===== src/sv/hexp_pkg.sv =====
// Shared types and constants for the hex text to bytes parser.
// No dependencies; imported by every module of the block.
package hexp_pkg;

    // Default width of the running byte counter
    localparam int COUNT_WIDTH_DEF = 16;

    // Widths fixed by the field layout
    localparam int CHAR_W   = 8;
    localparam int BYTE_W   = 8;
    localparam int CAP_W    = 16;
    localparam int OCOUNT_W = 16;
    localparam int STATUS_W = 3;

    // Capacity register value after reset
    localparam logic [CAP_W-1:0] CAP_RESET = 16'd256;

    // Character codes of interest
    localparam logic [CHAR_W-1:0] CH_NUL   = 8'h00;
    localparam logic [CHAR_W-1:0] CH_TAB   = 8'h09;
    localparam logic [CHAR_W-1:0] CH_CR    = 8'h0D;
    localparam logic [CHAR_W-1:0] CH_SPACE = 8'h20;
    localparam logic [CHAR_W-1:0] CH_COLON = 8'h3A;
    localparam logic [CHAR_W-1:0] CH_DASH  = 8'h2D;
    localparam logic [CHAR_W-1:0] CH_COMMA = 8'h2C;
    localparam logic [CHAR_W-1:0] CH_LX    = 8'h78;
    localparam logic [CHAR_W-1:0] CH_UX    = 8'h58;
    localparam logic [CHAR_W-1:0] CH_0     = 8'h30;
    localparam logic [CHAR_W-1:0] CH_9     = 8'h39;
    localparam logic [CHAR_W-1:0] CH_LA    = 8'h61;
    localparam logic [CHAR_W-1:0] CH_LF    = 8'h66;
    localparam logic [CHAR_W-1:0] CH_UA    = 8'h41;
    localparam logic [CHAR_W-1:0] CH_UF    = 8'h46;
    localparam logic [3:0]        NIB_TEN  = 4'd10;

    // Result status codes
    typedef enum logic [STATUS_W-1:0] {
        ST_OK       = 3'd0,
        ST_BAD_CHAR = 3'd1,
        ST_BAD_X    = 3'd2,
        ST_OVERFLOW = 3'd3,
        ST_ODD      = 3'd4,
        ST_EMPTY    = 3'd5
    } t_status;

    // Character classes
    typedef enum logic [2:0] {
        CK_TERM,
        CK_SKIP,
        CK_X,
        CK_DIGIT,
        CK_BAD
    } t_kind;

    typedef struct packed {
        t_kind      kind;
        logic [3:0] nibble;
    } t_char_class;

endpackage


===== src/sv/hexp_classify.sv =====
// Character classifier: sorts one text character into terminator, separator,
// x prefix, hex digit (with its value) or illegal. Depends on hexp_pkg.
module hexp_classify
    import hexp_pkg::*;
(
    input  logic [CHAR_W-1:0] i_char,
    output t_char_class       o_class
);

    logic [CHAR_W-1:0] w_off;

    // Decode class and nibble value
    always_comb begin
        w_off          = '0;
        o_class.kind   = CK_BAD;
        o_class.nibble = '0;
        if (i_char == CH_NUL) begin
            o_class.kind = CK_TERM;
        end else if ((i_char >= CH_TAB && i_char <= CH_CR) || i_char == CH_SPACE ||
                     i_char == CH_COLON || i_char == CH_DASH || i_char == CH_COMMA) begin
            o_class.kind = CK_SKIP;
        end else if (i_char == CH_LX || i_char == CH_UX) begin
            o_class.kind = CK_X;
        end else if (i_char >= CH_0 && i_char <= CH_9) begin
            w_off          = i_char - CH_0;
            o_class.kind   = CK_DIGIT;
            o_class.nibble = w_off[3:0];
        end else if (i_char >= CH_LA && i_char <= CH_LF) begin
            w_off          = i_char - CH_LA;
            o_class.kind   = CK_DIGIT;
            o_class.nibble = w_off[3:0] + NIB_TEN;
        end else if (i_char >= CH_UA && i_char <= CH_UF) begin
            w_off          = i_char - CH_UA;
            o_class.kind   = CK_DIGIT;
            o_class.nibble = w_off[3:0] + NIB_TEN;
        end
    end

endmodule


===== src/sv/hexp_core.sv =====
// Decoder core: string state (pending nibble, count, abort flag) and the
// result register with its output handshake. Depends on hexp_pkg.
module hexp_core
    import hexp_pkg::*;
#(
    parameter int COUNT_WIDTH = COUNT_WIDTH_DEF
) (
    input  logic                i_clk,
    input  logic                i_rst_n,
    input  logic                i_valid,
    input  t_char_class         i_class,
    input  logic [CAP_W-1:0]    i_capacity,
    output logic                o_slot_free,
    output logic                o_m_tvalid,
    input  logic                i_m_tready,
    output logic [BYTE_W-1:0]   o_data_byte,
    output logic                o_byte_valid,
    output logic                o_final,
    output logic [STATUS_W-1:0] o_status,
    output logic [OCOUNT_W-1:0] o_byte_count
);

    localparam int CMP_W = (COUNT_WIDTH > CAP_W) ? COUNT_WIDTH : CAP_W;

    // String state
    logic                   r_pending, n_pending;
    logic [3:0]             r_high, n_high;
    logic [COUNT_WIDTH-1:0] r_count, n_count;
    logic                   r_aborted, n_aborted;

    // Result register
    logic                   r_out_valid;
    logic [BYTE_W-1:0]      r_out_byte;
    logic                   r_out_bvalid;
    logic                   r_out_final;
    t_status                r_out_status;
    logic [COUNT_WIDTH-1:0] r_out_count;

    // Result of the current beat
    logic                   w_proc;
    logic                   w_has_res;
    logic [BYTE_W-1:0]      w_byte;
    logic                   w_bvalid;
    logic                   w_final;
    t_status                w_status;
    logic                   w_full;

    assign o_slot_free = !r_out_valid || i_m_tready;
    assign w_proc      = i_valid && o_slot_free;
    assign w_full      = (CMP_W'(r_count) >= CMP_W'(i_capacity)) || (&r_count);

    // Next string state and result
    always_comb begin
        n_pending = r_pending;
        n_high    = r_high;
        n_count   = r_count;
        n_aborted = r_aborted;
        w_has_res = 1'b0;
        w_byte    = '0;
        w_bvalid  = 1'b0;
        w_final   = 1'b0;
        w_status  = ST_OK;
        if (r_aborted) begin
            // skip to terminator after an error
            if (i_class.kind == CK_TERM) begin
                n_pending = 1'b0;
                n_high    = '0;
                n_count   = '0;
                n_aborted = 1'b0;
            end
        end else begin
            unique case (i_class.kind)
                CK_TERM: begin
                    w_has_res = 1'b1;
                    w_final   = 1'b1;
                    if (r_pending) begin
                        w_status = ST_ODD;
                    end else if (r_count == '0) begin
                        w_status = ST_EMPTY;
                    end
                    n_pending = 1'b0;
                    n_high    = '0;
                    n_count   = '0;
                end
                CK_SKIP: begin
                end
                CK_X: begin
                    if (r_pending && r_high == '0) begin
                        n_pending = 1'b0;
                    end else begin
                        w_has_res = 1'b1;
                        w_final   = 1'b1;
                        w_status  = ST_BAD_X;
                        n_aborted = 1'b1;
                    end
                end
                CK_DIGIT: begin
                    if (!r_pending) begin
                        n_pending = 1'b1;
                        n_high    = i_class.nibble;
                    end else if (w_full) begin
                        w_has_res = 1'b1;
                        w_final   = 1'b1;
                        w_status  = ST_OVERFLOW;
                        n_aborted = 1'b1;
                    end else begin
                        w_has_res = 1'b1;
                        w_bvalid  = 1'b1;
                        w_byte    = {r_high, i_class.nibble};
                        n_count   = r_count + 1'b1;
                        n_pending = 1'b0;
                        n_high    = '0;
                    end
                end
                default: begin
                    w_has_res = 1'b1;
                    w_final   = 1'b1;
                    w_status  = ST_BAD_CHAR;
                    n_aborted = 1'b1;
                end
            endcase
        end
    end

    // State registers
    always_ff @(posedge i_clk) begin
        if (!i_rst_n) begin
            r_pending <= 1'b0;
            r_high    <= '0;
            r_count   <= '0;
            r_aborted <= 1'b0;
        end else if (w_proc) begin
            r_pending <= n_pending;
            r_high    <= n_high;
            r_count   <= n_count;
            r_aborted <= n_aborted;
        end
    end

    // Result register valid
    always_ff @(posedge i_clk) begin
        if (!i_rst_n) begin
            r_out_valid <= 1'b0;
        end else if (o_slot_free) begin
            r_out_valid <= w_proc && w_has_res;
        end
    end

    // Result payload
    always_ff @(posedge i_clk) begin
        if (w_proc && w_has_res) begin
            r_out_byte   <= w_byte;
            r_out_bvalid <= w_bvalid;
            r_out_final  <= w_final;
            r_out_status <= w_status;
            r_out_count  <= n_aborted ? r_count : (w_final ? r_count : n_count);
        end
    end

    assign o_m_tvalid   = r_out_valid;
    assign o_data_byte  = r_out_byte;
    assign o_byte_valid = r_out_bvalid;
    assign o_final      = r_out_final;
    assign o_status     = r_out_status;

    // Reported count: low bits of the counter, zero-extended when narrower
    generate
        if (COUNT_WIDTH >= OCOUNT_W) begin : g_cnt_trunc
            assign o_byte_count = r_out_count[OCOUNT_W-1:0];
        end else begin : g_cnt_ext
            assign o_byte_count = OCOUNT_W'(r_out_count);
        end
    endgenerate

`ifndef SYNTHESIS
    // A byte beat never closes the string and always reports success
    a_byte_not_final: assert property (@(posedge i_clk) disable iff (!i_rst_n)
        r_out_valid && r_out_bvalid |-> !r_out_final && r_out_status == ST_OK)
        else $error("byte beat marked final or with error status");

    // A successful string end implies at least one byte was decoded
    a_ok_nonempty: assert property (@(posedge i_clk) disable iff (!i_rst_n)
        r_out_valid && r_out_final && r_out_status == ST_OK |-> r_out_count != '0)
        else $error("ok end of string with zero bytes");

    // An error result leaves the string aborted
    a_error_aborts: assert property (@(posedge i_clk) disable iff (!i_rst_n)
        w_proc && w_has_res && (w_status == ST_BAD_CHAR || w_status == ST_BAD_X ||
        w_status == ST_OVERFLOW) |=> r_aborted)
        else $error("error result did not abort the string");

    // Nothing is reported while aborted
    a_quiet_aborted: assert property (@(posedge i_clk) disable iff (!i_rst_n)
        r_aborted && w_proc |=> !r_out_valid)
        else $error("result produced while aborted");
`endif

endmodule


===== src/sv/hex_text_to_bytes_parser.sv =====
// Top level of the hex text to bytes parser: input beat register, capacity
// register, classifier and decoder core. Depends on hexp_pkg, hexp_classify, hexp_core.
//
// Takes one ASCII character per beat and turns hex digit pairs into bytes,
// skipping whitespace, ':', '-' and ','. A 0x/0X prefix is allowed while the
// pending nibble is zero. A NUL character ends the string with one final beat
// carrying status; an error gives one final beat and the rest of the string up
// to the NUL is dropped. Throughput is one character per clock while the output
// is not stalled: a character is held in the input register and its result lands
// in the output register. The only stall is back-pressure on the output register.
// byte_capacity is written through i_cfg_we/i_cfg_wdata; the user must write it only
// while the block is idle (the block does not enforce this). It resets to 256.
module hex_text_to_bytes_parser
    import hexp_pkg::*;
#(
    parameter int COUNT_WIDTH = COUNT_WIDTH_DEF
) (
    input  logic              i_clk,
    input  logic              i_rst_n,
    // config
    input  logic              i_cfg_we,
    input  logic [CAP_W-1:0]  i_cfg_wdata,
    // input stream
    input  logic              i_s_tvalid,
    output logic              o_s_tready,
    input  logic [7:0]        i_s_tdata,   // [7:0] text_char
    // output stream
    output logic              o_m_tvalid,
    input  logic              i_m_tready,
    output logic [23:0]       o_m_tdata,   // [7:0] data_byte, [23:8] byte_count
    output logic [7:0]        o_m_tuser,   // [0] byte_valid, [3:1] status, [7:4] zero
    output logic              o_m_tlast    // final_res
);

    logic              r_in_valid;
    logic [CHAR_W-1:0] r_in_char;
    logic [CAP_W-1:0]  r_capacity;
    logic              w_slot_free;
    t_char_class       w_class;
    logic [BYTE_W-1:0] w_byte;
    logic              w_bvalid;
    logic              w_final;
    logic [STATUS_W-1:0] w_status;
    logic [OCOUNT_W-1:0] w_count;

    assign o_s_tready = !r_in_valid || w_slot_free;

    // Input beat register
    always_ff @(posedge i_clk) begin
        if (!i_rst_n) begin
            r_in_valid <= 1'b0;
        end else if (o_s_tready) begin
            r_in_valid <= i_s_tvalid;
        end
    end

    always_ff @(posedge i_clk) begin
        if (o_s_tready && i_s_tvalid) begin
            r_in_char <= i_s_tdata;
        end
    end

    // Capacity register
    always_ff @(posedge i_clk) begin
        if (!i_rst_n) begin
            r_capacity <= CAP_RESET;
        end else if (i_cfg_we) begin
            r_capacity <= i_cfg_wdata;
        end
    end

    hexp_classify u_classify (
        .i_char  (r_in_char),
        .o_class (w_class)
    );

    hexp_core #(
        .COUNT_WIDTH (COUNT_WIDTH)
    ) u_core (
        .i_clk        (i_clk),
        .i_rst_n      (i_rst_n),
        .i_valid      (r_in_valid),
        .i_class      (w_class),
        .i_capacity   (r_capacity),
        .o_slot_free  (w_slot_free),
        .o_m_tvalid   (o_m_tvalid),
        .i_m_tready   (i_m_tready),
        .o_data_byte  (w_byte),
        .o_byte_valid (w_bvalid),
        .o_final      (w_final),
        .o_status     (w_status),
        .o_byte_count (w_count)
    );

    // Output packing
    assign o_m_tdata = {w_count, w_byte};
    assign o_m_tuser = {4'b0000, w_status, w_bvalid};
    assign o_m_tlast = w_final;

endmodule


===== config.mk =====
export PLATFORM = sky130hd
export DESIGN_NAME = hex_text_to_bytes_parser
export DESIGN_NICKNAME = d
export VERILOG_FILES = /design/src/sv/hexp_pkg.sv /design/src/sv/hexp_classify.sv /design/src/sv/hexp_core.sv /design/src/sv/hex_text_to_bytes_parser.sv
export SDC_FILE = /design/constraint.sdc
export NUM_CORES = 1
export LEC_CHECK = 0
export ABC_AREA = 0
export BUFFER_PORTS_ARGS = -buffer_cell sky130_fd_sc_hd__buf_4
export CORE_MARGIN = 2
export CORE_UTILIZATION = 45
export CTS_CLUSTER_SIZE = 16
export DETAILED_ROUTE_END_ITERATION = 10
export PLACE_DENSITY = 0.74
export SLEW_MARGIN = 10
export SYNTH_ARGS = -nofsm -noshare
export SYNTH_HDL_FRONTEND = slang
export SYNTH_HIERARCHICAL = 1
export SYNTH_SLANG_ARGS = --single-unit

===== constraint.sdc =====
create_clock -name i_clk -period 7.5 [get_ports i_clk]
set_input_delay 0 -clock i_clk [delete_from_list [all_inputs] [get_ports i_clk]]
set_output_delay 0 -clock i_clk [all_outputs]
set_load 0.005 [all_outputs]

==> run metrics, run 1 <==
Seq pwr share=0.525; IO Count=64; Static Leak=2.09 nW; clock buffer count from CTS=9; initial antenna violation count=0; Final Hold Vio Count=0; sequential fraction of the synthesis area=0.421; Clock Path Buffers=2; clk root buf=clkbuf_8; syn avg cell area=9.35 um2; largest net degree at the start of global routing=34; Finished Layout Cells=691; First-pass DRT Iterations=5; Row Count=36; WL/cell=15.4 um; Internal=0.000679 W; n_diodes=0; die height=104 um; DP Cell Count=648; RePlAce Congestion=0.851; Critical Path Sink Type=flip-flop; final design utilization=0.558; slew at the pin closest to its max-slew limit=1.04 ns; Critical Path AT=4.01 ns; Power Total=0.000895 W; final worst setup slack=3.60 ns; sw frac=0.241; Setup CP Type=flip-flop to flip-flop; core area=9770 um2; area grow syn2layout=20.0%; Tcrit/Tclk final=0.521; Max-slew headroom=0.307; Max Cap Viol=0; clock transition at the registers of the reported paths=0.08 ns; P_sw=0.000216 W; latest clock arrival within the worst-skew pair=0.35 ns; post-CTS sizing=0; Top FF cell, synth=dfxtp_1; CP Cell Sequence=inv_1, ha_1, o21bai_1, a21oi_2, nor2_1, a21oi_1, nand2_1, or3_4, nor2_1, buf_4, and2_1, o21ai_0, o22a_1; die area=10,900 um2; # DRC=0; Final min period=3.90 ns; drt total wl=10,700 um; vias in the first global route=3,794; Yosys cell types=65; DRT antenna net count=0; crit path from=r_in_char[1]; DP HPWL=7270 um; Synth Register Bits=77; fillers=872; Post-synth EDFFs=37; R2R Setup Slk=3.60 ns; status=finished, final reports clean; gr usage total=0.200; ys async rst share=0; Place WS=3.69 ns; Worst Path Max Fanout=22; Setup crit start kind=flip-flop; final slew viol count=0; Req. time, crit path=7.61 ns; Initial Utilization=0.465; via count=4,012; mapped cell area=4540 um2; Die X=104 um; RSZ-0062 raised after global routing=no; fmax=256 MHz; Combinational Power Share=0.121; pwr dens=164 nW/um2; CTS tree=done; CP dominant cell by count=nor2_1; total clock sinks=77; Slowest-stage cell, CP=and2_1; setup TNS=0 ns; vias per cell=5.81; DRT iter0 DRCs=427; IO buf count=59; min-delay src=i_rst_n; remaining global-route overflow=0; layout net count=605; RR Startpoint=r_in_char[1]; share of layout cells above drive strength 1=0.158; Clock power frac=0.354; clock skew=0.0138 ns; Mapped Cells=486; final setup vio count=0; H-tree depth=3; critical path's largest stage delay=0.53 ns; VDD IR-drop max=0.0000977 V; Hold Crit Class=primary input to flip-flop; Yosys warnings=6; first-pass GRT wire length=17,700 um
-- stage by stage --
| step | cell area, um2 | hold slack (ns) |
|---|---|---|
| after floorplan | 4560 | 0.0989 |
| after global placement | 4980 | 0.178 |
| after detailed placement | 4980 | 0.179 |
| after CTS | 5450 | 0.0364 |
| after global routing | 5450 | 0.0560 |
| final | 5450 | 0.0508 |
-- layout make-up --
cell class              count  area [um2]  area share
clock buffers              14         194      0.0356
flip-flops and latches     77        1910       0.351
well taps                 133         166      0.0305
repair buffers             92         758       0.139
clock inverters             2        11.3     0.00207
inverters                  28         105      0.0193
multi-input cells         345        2300       0.423
-- power by group through the flow --
stage	Clock [W]	Sequential, W	Combinational [W]
2_1_floorplan	0	0.000476	0.0000631
3_3_place_gp	0	0.000479	0.0000931
3_5_place_dp	0	0.000480	0.0000958
4_1_cts	0.000322	0.000470	0.000107
5_1_grt	0.000341	0.000472	0.000119
6_report	0.000317	0.000470	0.000108
-- flip-flops by register name (all words and copies together) (netlist names) --
name,count
u_core/r_high,4
u_core/o_m_tvalid,1
u_core/o_byte_count,16
r_in_valid,1
r_in_char,8
u_core/r_aborted,1
u_core/o_data_byte,8
u_core/r_count,16
u_core/o_status,3
u_core/o_final,1
u_core/o_byte_valid,1
u_core/r_pending,1
r_capacity,16
-- Yosys cell counts, types with 5 or more instances --
cell	n	share of area
nor2b_1	15	0.021
inv_1	27	0.022
buf_4	7	0.012
nor4_1	7	0.0096
dfxtp_1	40	0.18
nor4b_1	5	0.0096
nand3_1	19	0.021
nor2_1	21	0.017
ha_1	23	0.063
nor3_1	23	0.025
a31oi_1	10	0.014
edfxtp_1	37	0.24
nand4_1	17	0.023
mux2i_1	29	0.064
clkbuf_1	18	0.015
and3_1	14	0.019
o21ai_0	29	0.032
buf_2	8	0.0088
nand2_1	34	0.028
a22o_1	5	0.0096
a21oi_1	31	0.034
-- logic make-up after synthesis --
| family | count (synthesis) | synth area share |
|---|---|---|
| buffers and inverters | 67 | 0.0757 |
| xor gates and xnor gates | 2 | 0.00386 |
| and+or+nand+nor | 185 | 0.231 |
| muxes | 29 | 0.0639 |
| AOI/OAI and AO/OA | 102 | 0.140 |
| other | 1 | 0.000825 |
| DFF | 77 | 0.421 |
| adders and majority gates | 23 | 0.0633 |
-- per-layer routing --
| layer | track usage | wire length, um |
|---|---|---|
| met4 | 0.0898 | 290 |
| met2 | 0.324 | 4990 |
| met3 | 0.0376 | 728 |
| met5 | 0 | 0 |
| met1 | 0.260 | 4640 |
-- placed cells by master, fill, tap and decap left out, types with 3 or more instances in the layout --
cell and instances:
buf_4 65, dfxtp_1 40, edfxtp_1 37, nand2_1 34, a21oi_1 31, mux2i_1 29
o21ai_0 29, inv_1 27, dlygate4sd3_1 27, ha_1 23, nor3_1 22, nor2_1 21
nand3_1 19, nand4_1 17, nor2b_1 15, and3_1 14, clkbuf_8 12, a31oi_1 10
nor4_1 7, nor4b_1 5, a22o_1 5, and2_1 4, conb_1 4, or3_1 4
or4_1 4, nand2b_1 3, a311oi_1 3
-- worst max-delay path, delay by kind of cell (launching register included) --
kind / cells / cell delay [ns]
AO/OA/AOI/OAI: 5 / 1.27
adder cells (fa/ha/maj): 1 / 0.27
buffers and inverters: 2 / 0.42
flip-flops: 1 / 0.45
AND/OR/NAND/NOR: 5 / 1.24
-- repair_timing --
item / 4_1_cts / 5_1_grt
endpoints found under the hold margin: 26 / 0
buffers inserted: 0 / 0
endpoints found under the setup margin: 0 / 0
hold buffers: 27 / 0
-- path summary, 6_finish.rpt --
kind / to / cells after the start
worst max-delay path: u_core/o_byte_count[0] / 13
worst max register to register: u_core/o_byte_count[0] / 13
worst min register to register: u_core/r_high[0] / 2
worst min-delay path: u_core/r_count[14] / 2
No activity file was read; power rests on OpenSTA's default activity.
==> inputs of run 2 (changes only) <==
--- a/config.mk
+++ b/config.mk
@@ -11,7 +11,7 @@
 export CORE_UTILIZATION = 45
 export CTS_CLUSTER_SIZE = 16
 export DETAILED_ROUTE_END_ITERATION = 10
-export PLACE_DENSITY = 0.74
+export PLACE_DENSITY = 0.77
 export SLEW_MARGIN = 10
 export SYNTH_ARGS = -nofsm -noshare
 export SYNTH_HDL_FRONTEND = slang
==> constraint.sdc (replaced) <==
create_clock -name i_clk -period 3.43 [get_ports i_clk]
set_input_delay 0 -clock i_clk [delete_from_list [all_inputs] [get_ports i_clk]]
set_output_delay 0 -clock i_clk [all_outputs]
set_load 0.005 [all_outputs]
==> run 2 against run 1 <==
Hold slack worse by 0.0089 ns. Register-to-register slack got worse by 3.4 ns. Final area increased by 3.5%. Non-clock buffer count rose by 19. Final cell count up 2.7%. Maximum frequency increased by 19%. Utilization is 2.0 points higher. Die area is the same. Wire length increased by 4.5%. Clock-buffer cell count shrank 4. Largest power group unchanged. Highest routed layer unchanged.
==> run metrics, run 2 (same netlist as run 1, synthesis figures left out) <==
share of layout cells above drive strength 1=0.191 (+0.0329); Final Instance Area=5640 um2 (+3.5%); layout net count=624 (+3.1%); vias per cell=5.66 (-2.6%); IO Count=64 (unchanged); Critical Path AT=3.38 ns (-0.63 ns); Static Leak=2.19 nW (+5.0%); IO buf count=59 (unchanged); WL/cell=15.7 um (+1.7%); min-delay src=i_rst_n; Die X=104 um (unchanged); RR Startpoint=r_in_char[0]; core area=9770 um2 (unchanged); remaining global-route overflow=0 (unchanged); RSZ-0062 raised after global routing=yes; Post-DP Area=5130 um2 (+3.1%); Max Cap Viol=0 (unchanged); DRT iter0 DRCs=246 (-42%); Slowest-stage cell, CP=edfxtp_1; family with the most delay on the worst path=compound AO/OA/AOI/OAI gates; total clock sinks=77 (unchanged); die area=10,900 um2 (unchanged); drt total wl=11,100 um (+4.5%); fmax=306 MHz (+19%); Req. time, crit path=3.54 ns (-4.07 ns); clock skew=0.0140 ns (+0.000189 ns); Place WS=-0.163 ns (-3.86 ns); Critical Path Sink Type=flip-flop; status=finished, final reports clean; gr usage total=0.211 (+0.0106); Final Hold Vio Count=0 (unchanged); Clock Path Buffers=2 (unchanged); clk root buf=clkbuf_8; Buffers & Inverters on Critical Path=2 (unchanged); pwr dens=357 nW/um2 (+120%); first-pass GRT wire length=18,500 um (+4.1%); Setup crit start kind=flip-flop; slew at the pin closest to its max-slew limit=0.614 ns (-0.422 ns); DRT antenna net count=0 (unchanged); vias in the first global route=3,873 (+2.1%); n_diodes=0 (unchanged); DP HPWL=7520 um (+3.4%); Max-slew headroom=0.590 (+0.283); latest clock arrival within the worst-skew pair=0.36 ns (about the same); commonest non-fill, non-tap cell in the layout=buf_4; final worst setup slack=0.159 ns (-3.44 ns); critical path's largest stage delay=0.40 ns (-0.13 ns); most frequent cells in the layout=buf_4, dfxtp_1, edfxtp_1, nand2_1, a21oi_1; First-pass DRT Iterations=5 (unchanged); area grow syn2layout=24.2%; Final min period=3.27 ns (-0.634 ns); crit path from=r_in_char[0]; Tcrit/Tclk final=0.954 (+0.433); Hold Crit Class=primary input to flip-flop; # DRC=0 (unchanged); Setup CP Type=flip-flop to flip-flop; CTS tree=done; H-tree depth=3 (unchanged); clock transition at the registers of the reported paths=0.08 ns (about the same); initial antenna violation count=0 (unchanged); Worst Path Max Fanout=15 (-32%); largest net degree at the start of global routing=32 (-5.9%); CP Cell Sequence=inv_1, buf_4, ha_1, o211a_1, o21ai_0, nand3_1, nor4b_1, or3_4, nand2_1, o32ai_1, a21oi_4, a221o_1; final slew viol count=0 (unchanged); die height=104 um (unchanged); final setup vio count=0 (unchanged); Row Count=36 (unchanged); RePlAce Congestion=0.916 (+7.6%); Initial Utilization=0.465 (unchanged); via count=4,016 (+0.10%); clock buffer count from CTS=9 (unchanged); VDD IR-drop max=0.000190 V (+95%)
-- run 2: changes by cell type in the layout (fill, tap and decap cells not counted), sizes merged --
cell / before / now
buf: 65 / 84
clkbuf: 14 / 10
clkinv: 2 / 5
bufinv: 0 / 2
inv: 28 / 27
-- run 2: per-stage QoR --
step                hold slack (ns)  total power [W]  utilization  setup TNS [ns]  std cells
finish                       0.0419          0.00201        0.577               0        710
detailed placement            0.179          0.00127        0.525           -3.61        666
floorplan                    0.0989          0.00118            -               0        489
global route                 0.0519          0.00210        0.577         -0.0261        710
global placement              0.178          0.00127        0.525          -0.138        666
CTS                          0.0314          0.00202        0.574               0        709
-- run 2: where the power goes --
group	switching (W)	internal, W
Combinational	0.000133	0.000130
Clock	0.000327	0.000403
Sequential	0.0000194	0.00100
-- run 2: per-layer routing --
layer | track usage | wire length (um) | vias to the layer above | share of wire
met5 | 0 | 0 | - | 0
met4 | 0.0907 | 306 | 0 | 0.027
li1 | - | - | 1962 | -
met3 | 0.0545 | 715 | 28 | 0.064
met1 | 0.263 | 4890 | 1876 | 0.44
met2 | 0.344 | 5220 | 150 | 0.47
-- run 2: path summary, 6_finish.rpt --
check	endpoint	slack, ns	cells after the start
setup / recovery	u_core/o_byte_count[13]	0.16	12
hold / removal	u_core/r_count[0]	0.04	2
setup reg to reg	u_core/o_byte_count[13]	0.16	12
hold reg to reg	u_core/r_high[3]	0.48	2
-- run 2: what timing repair did --
action	CTS	global route
hold buffers	27	0
resized for setup	2	6
setup endpoints to repair	42	48
cloned	0	1
endpoints found under the hold margin	26	0
setup buffers	0	0
-- run 2: area by class of cell --
type | instances | area (um2)
Clock buffer | 10 | 128
Inverter | 28 | 105
Fill cell | 817 | 4130
Sequential cell | 77 | 1910
Clock inverter | 6 | 77.6
Multi-Input combinational cell | 345 | 2340
Timing Repair Buffer | 111 | 918
Tap cell | 133 | 166
==> inputs of run 3 (changes only) <==
--- a/config.mk
+++ b/config.mk
@@ -11,7 +11,7 @@
 export CORE_UTILIZATION = 45
 export CTS_CLUSTER_SIZE = 16
 export DETAILED_ROUTE_END_ITERATION = 10
-export PLACE_DENSITY = 0.77
+export PLACE_DENSITY = 0.68
 export SLEW_MARGIN = 10
 export SYNTH_ARGS = -nofsm -noshare
 export SYNTH_HDL_FRONTEND = slang
==> run 3 against run 2 <==
Setup slack better by 0.0095 ns. Hold slack worse by 0.017 ns. Utilization increased by 1.5 points. Clock power increased by 19%. Non-clock buffer count up 13. Maximum frequency rose by 0.29%. Critical path type unchanged. Critical endpoint is now u_core/r_count[10].
==> run metrics, run 3 (same netlist as run 1, synthesis figures left out) <==
vias in the first global route=3,683 (-4.9%); H-tree depth=3 (unchanged); largest net degree at the start of global routing=32 (unchanged); P_sw=0.000499 W (+4.0%); Combinational Power Share=0.125 (-0.006); commonest non-fill, non-tap cell in the layout=buf_4; pwr dens=373 nW/um2 (+4.6%); status=finished, final reports clean; family with the most delay on the worst path=simple AND/OR/NAND/NOR gates; RSZ-0062 raised after global routing=no; VDD IR-drop max=0.000210 V (+10%); total clock sinks=77 (unchanged); RR Startpoint=r_in_char[0]; clock skew=0.00855 ns (-0.00548 ns); CTS tree=done; critical path's largest stage delay=0.40 ns (about the same); IO buf count=59 (unchanged); first-pass GRT wire length=18,400 um (about the same); min-delay src=i_m_tready; Final Hold Vio Count=0 (unchanged); Internal=0.00166 W (+8.2%); Slowest-stage cell, CP=edfxtp_1; sw frac=0.231 (-0.00713); layout net count=637 (+2.1%); clk root buf=clkbuf_8; Clock power frac=0.403 (+0.041); DP Cell Count=675 (+1.4%); Tcrit/Tclk final=0.951 (-0.00276); vias per cell=5.64 (-0.21%); fmax=307 MHz (+0.29%); clock transition at the registers of the reported paths=0.09 ns (about the same); Initial Utilization=0.465 (unchanged); IO Count=64 (unchanged); gr usage total=0.210 (-0.00105); die height=104 um (unchanged); Final min period=3.26 ns (-0.00948 ns); Seq pwr share=0.472 (-0.035); share of layout cells above drive strength 1=0.215 (+0.0246); Critical Path AT=3.53 ns (+0.15 ns); final setup vio count=0 (unchanged); final slew viol count=0 (unchanged); RePlAce Congestion=0.918 (+0.28%); DP HPWL=8000 um (+6.4%); Worst Path Max Fanout=10 (-5); setup TNS=0 ns (unchanged); Clock Path Buffers=2 (unchanged); Max Cap Viol=0 (unchanged); initial antenna violation count=0 (unchanged); n_diodes=0 (unchanged); final design utilization=0.592 (+0.0147); Max-slew headroom=0.566 (-0.0240); Setup crit start kind=flip-flop; # DRC=0 (unchanged); crit path from=r_in_char[0]; First-pass DRT Iterations=7 (+2); latest clock arrival within the worst-skew pair=0.34 ns (-0.02 ns); via count=4,081 (+1.6%); Row Count=36 (unchanged); CP Cell Sequence=inv_1, ha_1, buf_4, o211a_1, o21ai_0, nand3_1, a21oi_1, nand2_1, or3_4, buf_4, nor2_2, buf_6, nand3_4, or4_1, a21oi_1; remaining global-route overflow=0 (unchanged); Static Leak=2.27 nW (+3.8%); Req. time, crit path=3.70 ns (+0.16 ns); DRT antenna net count=0 (unchanged); Critical Path Sink Type=flip-flop; core area=9770 um2 (unchanged); die area=10,900 um2 (unchanged); Finished Layout Cells=723 (+1.8%); slew at the pin closest to its max-slew limit=0.650 ns (+0.0360 ns); Die X=104 um (unchanged); drt total wl=11,400 um (+2.8%); most frequent cells in the layout=buf_4, dfxtp_1, edfxtp_1, nand2_1, a21oi_1; DRT iter0 DRCs=359 (+46%); Hold Crit Class=primary input to flip-flop; clock buffer count from CTS=9 (unchanged); Buffers & Inverters on Critical Path=4 (+2); area grow syn2layout=27.3%; WL/cell=15.8 um (+1.0%); Setup CP Type=flip-flop to flip-flop
==> run 3: final cells by class <==
cell class | count | area, um2
fill | 836 | 3990
multi-input combinational | 345 | 2330
sequential | 77 | 1910
timing repair buffer | 124 | 1010
tap | 133 | 166
clock buffer | 11 | 151
clock inverter | 5 | 106
inverter | 28 | 105
==> run 3: stage by stage <==
step / setup WS [ns] / hold slack (ns) / total power, W / area [um2]
floorplan: 0.103 / 0.0989 / 0.00118 / 4570
global placement: -0.0974 / 0.179 / 0.00127 / 5180
detailed placement: -0.137 / 0.179 / 0.00128 / 5180
CTS: 0.00782 / 0.000819 / 0.00217 / 5710
global route: 0.000997 / 0.0387 / 0.00223 / 5790
finish: 0.169 / 0.0250 / 0.00216 / 5790
==> run 3: layer usage <==
metal,GRT usage,wire length [um]
met5,0,0
met4,0.0801,209
met3,0.0357,954
met2,0.327,5220
met1,0.290,5070
==> run 3: tightest hold or removal path, stage by stage <==
cell      delay, ns
buf_4          0.08
nand2b_1       0.14
a21oi_1        0.09
==> run 3: power by group through the flow <==
stage	Sequential [W]	Clock (W)	Combinational (W)
global route	0.00103	0.000910	0.000296
floorplan	0.00104	0	0.000140
CTS	0.00102	0.000883	0.000262
detailed placement	0.00104	0	0.000238
global placement	0.00104	0	0.000233
finish	0.00102	0.000870	0.000270
==> run 3: path summary, 6_finish.rpt <==
kind         slack [ns]  cells after the start            endpoint
min reg2reg        0.49                      2    u_core/r_high[3]
min                0.02                      3   u_core/o_m_tvalid
max reg2reg        0.17                     15  u_core/r_count[10]
max                0.17                     15  u_core/r_count[10]
==> run 3: what timing repair did <==
item                       4_1_cts  5_1_grt
pin swaps                        0        1
hold endpoints to repair        25        0
gates cloned                     0        0
resized for setup                1        6
setup endpoints to repair       15       37
buffers inserted                 0        6
hold buffers                    26        0
